[config.mk]
export PLATFORM = sky130hd
export DESIGN_NAME = psds_isqrt
export DESIGN_NICKNAME = d
export VERILOG_FILES = /design/src/rtl/core/particle_sphere_distance_splat_unit_assert.svh /design/src/rtl/core/psds_pkg.sv /design/src/rtl/core/psds_isqrt.sv
export SDC_FILE = /design/constraint.sdc
export NUM_CORES = 1
export LEC_CHECK = 0
export ABC_AREA = 1
export BUFFER_PORTS_ARGS = -buffer_cell sky130_fd_sc_hd__buf_4
export CAP_MARGIN = 20
export CELL_PAD_IN_SITES_DETAIL_PLACEMENT = 0
export CELL_PAD_IN_SITES_GLOBAL_PLACEMENT = 1
export CORE_UTILIZATION = 43
export DETAILED_ROUTE_END_ITERATION = 12
export GPL_TIMING_DRIVEN = 0
export PLACE_DENSITY_LB_ADDON = 0.1
export RECOVER_POWER = 25
export REMOVE_ABC_BUFFERS = 1
export SYNTH_ARGS = -nofsm -noshare
export SYNTH_HDL_FRONTEND = slang
export SYNTH_SLANG_ARGS = --single-unit
[constraint.sdc]
create_clock -name clk -period 6.1 [get_ports clk]
set_clock_uncertainty 0.15 [all_clocks]
set_input_delay 1.525 -clock clk [delete_from_list [all_inputs] [get_ports clk]]
set_output_delay 1.525 -clock clk [all_outputs]
set_load 0.02 [all_outputs]
[src/rtl/core/particle_sphere_distance_splat_unit_assert.svh]
`ifndef PARTICLE_SPHERE_DISTANCE_SPLAT_UNIT_ASSERT_SVH
`define PARTICLE_SPHERE_DISTANCE_SPLAT_UNIT_ASSERT_SVH

// same-cycle implication
`define PSDS_ASSERT_SAME(lbl, ante, cons) \
  lbl: assert property (@(posedge clk) disable iff (!rst_n) (ante) |-> (cons)) \
    else $error("psds check failed");

// next-cycle implication
`define PSDS_ASSERT_NEXT(lbl, ante, cons) \
  lbl: assert property (@(posedge clk) disable iff (!rst_n) (ante) |=> (cons)) \
    else $error("psds check failed");

`endif

[src/rtl/core/psds_pkg.sv]
package psds_pkg;

  localparam int BLOCK_WIDTH_DEF   = 8;
  localparam int FRACTION_BITS_DEF = 12;

  localparam int OP_W      = 2;
  localparam int POS_W     = 18;
  localparam int CELL_W    = 9;
  localparam int VALUE_W   = 19;
  localparam int CFG_W     = 16;
  localparam int CFG_IDX_W = 2;
  localparam int STORE_W   = 20;

  typedef enum logic [OP_W-1:0] {
    OP_CLEAR = 2'd0,
    OP_SPLAT = 2'd1,
    OP_READ  = 2'd2,
    OP_NONE  = 2'd3
  } op_t;

  localparam logic [CFG_IDX_W-1:0] REG_RADIUS = 2'd0;
  localparam logic [CFG_IDX_W-1:0] REG_SEARCH = 2'd1;

  localparam logic [CFG_W-1:0] RADIUS_RST = 16'd4096;
  localparam logic [CFG_W-1:0] SEARCH_RST = 16'd8192;

  localparam logic signed [STORE_W-1:0] STORE_MAX = 20'sd524287;
  localparam logic signed [STORE_W-1:0] STORE_MIN = -20'sd524288;
  localparam logic signed [VALUE_W-1:0] VALUE_MAX = 19'sd262143;
  localparam logic signed [VALUE_W-1:0] VALUE_MIN = -19'sd262144;

  typedef enum logic [3:0] {
    S_IDLE,
    S_CLEAR,
    S_SETUP,
    S_MUL,
    S_SUM,
    S_ROOT_GO,
    S_ROOT,
    S_UPDATE,
    S_READ,
    S_RDATA
  } state_t;

  typedef struct packed {
    logic start;
  } sqrt_ctl_t;

  typedef struct packed {
    logic busy;
    logic done;
  } sqrt_sts_t;

endpackage

[src/rtl/core/psds_isqrt.sv]
module psds_isqrt import psds_pkg::*; #(
  parameter int RW = 19
) (
  input  logic            clk,
  input  logic            rst_n,
  input  sqrt_ctl_t       ctl,
  input  logic [2*RW-1:0] radicand,
  output sqrt_sts_t       sts,
  output logic [RW-1:0]   root
);

  localparam int SW   = 2 * RW;
  localparam int RMW  = RW + 3;
  localparam int CNTW = $clog2(RW + 1);

  logic [SW-1:0]   rad_r;
  logic [RMW-1:0]  rem_r;
  logic [RW-1:0]   root_r;
  logic [CNTW-1:0] cnt_r;
  logic            busy_r;
  logic            done_r;

  logic [RMW-1:0] rem_sh;
  logic [RMW-1:0] trial;
  logic           ge;

  always_comb begin
    rem_sh = {rem_r[RMW-3:0], rad_r[SW-1:SW-2]};
    trial  = {1'b0, root_r, 2'b01};
    ge     = rem_sh >= trial;
  end

  always_ff @(posedge clk) begin
    if (!rst_n) begin
      busy_r <= 1'b0;
      done_r <= 1'b0;
      cnt_r  <= '0;
    end else begin
      done_r <= 1'b0;
      if (ctl.start) begin
        rad_r  <= radicand;
        rem_r  <= '0;
        root_r <= '0;
        cnt_r  <= CNTW'(RW);
        busy_r <= 1'b1;
      end else if (busy_r) begin
        rad_r  <= rad_r << 2;
        rem_r  <= ge ? (rem_sh - trial) : rem_sh;
        root_r <= {root_r[RW-2:0], ge};
        cnt_r  <= cnt_r - 1'b1;
        if (cnt_r == CNTW'(1)) begin
          busy_r <= 1'b0;
          done_r <= 1'b1;
        end
      end
    end
  end

  assign sts.busy = busy_r;
  assign sts.done = done_r;
  assign root     = root_r;

endmodule
-- After elaboration in Yosys (flattened, before gate mapping)
Index checks and enable logic that the tools add are counted.
- add/subtract/negate cells: 2
- magnitude comparators: 1
- eq/ne operators: 1
- muxes and demuxes: 11
- bitwise operators: 2
- reduce and logical (&&, ||, !) cells: 4
- operators by type and width (cell ; number):
    $mux W38 ; 2
    $mux W20 ; 2
    $ge A22 B21 Y1 ; 1
    $sub A20 B20 Y20 ; 1
    $mux W19 ; 1
    $mux W5 ; 2
    $eq A5 B1 Y1 const B ; 1
    $sub A5 B1 Y5 const B ; 1
    $mux W1 ; 4
    $reduce_or A3 Y1 ; 1
    $not A1 Y1 ; 2
    $reduce_and A2 Y1 ; 1
    $reduce_bool A2 Y1 ; 1
    $reduce_or A2 Y1 ; 1
- register bits: 84
- input bits: 41
- logic and storage cells: 28

-- Depth between registers and ports, before layout
- depth after elaboration: 4
- depth in mapped cells: 15
- gate-level depth less buffers: 15

-- Least setup slack after synthesis
Ideal clock, no wire load.
- kind: input -> register
- start: in ctl
- end: reg busy_r
- data arrival time: 5.500 ns
- required time: 5.876 ns
- setup slack: 0.376 ns
- cell stages on the path: 5
- buffers on the path: 1
- cells stage by stage: clkbuf_1 > nor2_1 > nor2_1 > o21ai_0 > inv_1
- longest elaborated chain between the ends: 1
- RTL lines (item ; line ; text):
    start: declaration ; psds_isqrt.sv:6 ; input sqrt_ctl_t ctl,
    $mux W1 ; psds_isqrt.sv:40 ; if (ctl.start) begin
    end signal: assignment ; psds_isqrt.sv:35 ; busy_r <= 1'b0;
    end signal: assignment ; psds_isqrt.sv:45 ; busy_r <= 1'b1;
    end signal: assignment ; psds_isqrt.sv:52 ; busy_r <= 1'b0;
    end: declaration ; psds_isqrt.sv:20 ; logic busy_r;
Every way passes these cells.
A chain may end at the register's enable or synchronous reset.

-- Final worst setup path
- start: in ctl
- end: reg root_r[18] (netlist: root[18]) (enable)
- longest elaborated chain between the ends: 2
- RTL lines (item ; line ; text):
    $reduce_bool A2 Y1 (no source line) ; -- ;
    $reduce_and A2 Y1 (no source line) ; -- ;
    end signal: assignment ; psds_isqrt.sv:49 ; root_r <= {root_r[RW-2:0], ge};
    end: declaration ; psds_isqrt.sv:18 ; logic [RW-1:0] root_r;
Every way passes these cells.

==> impl_metrics.tcl <==
set metrics [dict create \
    min_period_over_period 0.715 \
    stdcell_area_um2 5840 \
    violations "max-capacitance violations, max-slew violations" \
    n_antenna_cell 0 \
    slew_headroom -0.372 \
    fin_cells 849 \
    vias 4002 \
    antenna_found_initial 0 \
    seqPwrFrac 0.443 \
    wire_per_inst_um 12.7 \
    met3RoutedLength_um 464 \
    place_ws_ps 2210 \
    die_x_um 111 \
    route.layer.met1.wl_um 5190 \
    multi_input_area_um2 2140 \
    fp-row-count 39 \
    swShare 0.305 \
    boundaryPins 62 \
    grt_setup_unrepaired "no" \
    synth-seq-cells 84 \
    drv_slew 23 \
    hold_viol_final 0 \
    rrSetupSlack_ps 3090 \
    comb_power_share 0.232 \
    crit_fanout 60 \
    fmax_mhz 229 \
    fin_crit_ps 4360 \
    clk_root_buffer_cell "clkbuf_16" \
    cts_sinks 84 \
    clk_pin_slew_worst_paths_ps 60 \
    nets 765 \
    port-buffer-count 61 \
    syn_area_um2 5070 \
    design.die.area_um2 12200 \
    p_clk_frac 0.325 \
    route.detailed.drc 0 \
    syn2layout_area_growth_pct 15.3 \
    placed_area_um2 5660 \
    cts_buffer_depth 2 \
    grt_max_degree 61 \
    hp-class "flop to flop" \
    outcome "complete, but fails checks" \
    worstPathRequired_ps 6000 \
    ctsResizeCount 0 \
    placed_cells 833 \
    synth_top_area_cell "edfxtp_1" \
    first_global_vias 4019 \
    finalWorstSetupSlack_ps 1740 \
    ys_seq_area_frac 0.484 \
    synth_cells 645 \
    ant_nets 0 \
    cts_hold_buf 0 \
    die_h_um 111 \
    cp-start-kind "primary input" \
    cts_setup_buffers 0 \
    yosysUniqueCellTypes 36 \
    synth_warnings 0 \
    synth_area_leaders "edfxtp_1 46%, nand2_1 18%, inv_1 6.8%" \
    p_int_mw 1.10 \
    worstMarginPinSlew_ps 2050 \
    setup_viol 0 \
    core_um2 11500 \
    end_kind "flop" \
    viasPerCell 4.71 \
    maxCapViolCount 1 \
    cts_buffers 9 \
    highest_layer "met4" \
    switchingPower_mw 0.486 \
    critical_path_class "primary input to flop" \
    cp.arrival_ps 4260 \
    nFillCells 1175 \
    drive_above_1_share 0.132 \
    leakage_nw 2.86 \
    grt_use_total 0.191 \
    initial_core_util 0.442 \
    firstDrtPassIters 4 \
    hpwlAfterDp_um 7760 \
    insertion_delay_ps 350 \
    ir_worst_vdd_v 0.000178 \
    first_iter_violations 155 \
    gp_congestion 0.816 \
    grt_pass1_wl_um 18600 \
    overflow 0 \
    routed_wl_um 10800 \
    seq_area_um2 2450 \
    fin_setup_tns_ps 0 \
    cellPowerDensity_nw_per_um2 272 \
    htreeDepth 3 \
    cts_tree "done" \
    routed-wl-met2_um 4930 \
    synth_top_cell_area_share 0.456 \
    synth_area_per_cell_um2 7.86 \
]
layout make-up:
type | count | share of cell area
multi-input combinational | 443 | 0.367
sequential | 84 | 0.420
timing repair buffer | 63 | 0.0717
tap | 143 | 0.0306
inverter | 100 | 0.0649
clock buffer | 12 | 0.0422
clock inverter | 4 | 0.00428
final timing paths:
check,startpoint,end,cells after the start
setup reg to reg,busy_r,root[18],4
setup / recovery,ctl,root[18],5
hold reg to reg,cnt_r[4],cnt_r[4],2
hold / removal,cnt_r[4],cnt_r[4],2
metal layers:
layer	GRT usage	vias up
met5	0	-
met4	0.0800	0
met3	0.0379	10
met2	0.315	69
met1	0.243	1801
li1	-	2122
through the flow:
step           hold WS, ps   util  total power, mW
6_report               325  0.510             1.59
5_1_grt                356  0.510             1.68
4_1_cts                331  0.517             1.61
3_5_place_dp           324  0.493             1.10
3_3_place_gp           311  0.489             1.09
2_1_floorplan          296      -            0.984
registers in the layout, summed over array words and instances (netlist names):
signal / cells
busy_r: 1
rad_r: 38
root: 19
rem_r: 20
cnt_r: 5
done_r: 1
cells by family (layout without fill, tap and decap cells):
logic type	count (synthesis)	after routing	share of synthesized area
and+or+nand+nor	375	375	0.311
AOI/OAI and AO/OA	36	36	0.0395
buffers and inverters	118	179	0.0938
DFF	84	84	0.484
adders and majority gates	23	23	0.0568
xor gates and xnor gates	9	9	0.0155
power by group through the flow:
stage,sequential [mW],combinational [mW],clock [mW]
6_report,0.704,0.370,0.517
5_1_grt,0.708,0.424,0.552
4_1_cts,0.704,0.381,0.529
3_5_place_dp,0.716,0.379,0
3_3_place_gp,0.720,0.372,0
2_1_floorplan,0.724,0.260,0
critical path, cell delays in order:
cell	delay (ps)
buf_4	500
nor2_1	140
nor2_1	1530
buf_12	300
buf_12	210
layout by cell type (no fill, tap or decap), types with 2 or more instances in the layout:
| master | instances |
|---|---|
| nand2_1 | 247 |
| inv_1 | 92 |
| edfxtp_1 | 77 |
| nor2_1 | 70 |
| buf_4 | 40 |
| ha_1 | 23 |
| clkbuf_1 | 23 |
| nand3_1 | 18 |
| a21oi_1 | 13 |
| nor2_2 | 12 |
| o21ai_1 | 12 |
| clkbuf_16 | 9 |
| nand3b_1 | 7 |
| dfxtp_1 | 7 |
| nand2_2 | 6 |
| inv_2 | 6 |
| xor2_1 | 6 |
| o21ai_0 | 5 |
| a21oi_2 | 3 |
| nor3_1 | 3 |
| inv_4 | 3 |
| xnor2_1 | 3 |
| clkinv_2 | 2 |
| nand3_2 | 2 |
| nor2_4 | 2 |
| nand4_1 | 2 |
| buf_12 | 2 |
cell usage after synthesis (all sizes together):
master	n
a31oi	1
inv	99
dfxtp	7
edfxtp	77
xnor2	3
xor2	6
clkbuf	11
nand3b	7
or2	1
nand3	20
nand4	2
a221oi	1
nand2	255
a21oi	16
clkinv	1
and3	1
nor2	84
nor3	4
o21ai	18
and2	1
buf	7
ha	23
(Power assumes the default switching activity.)
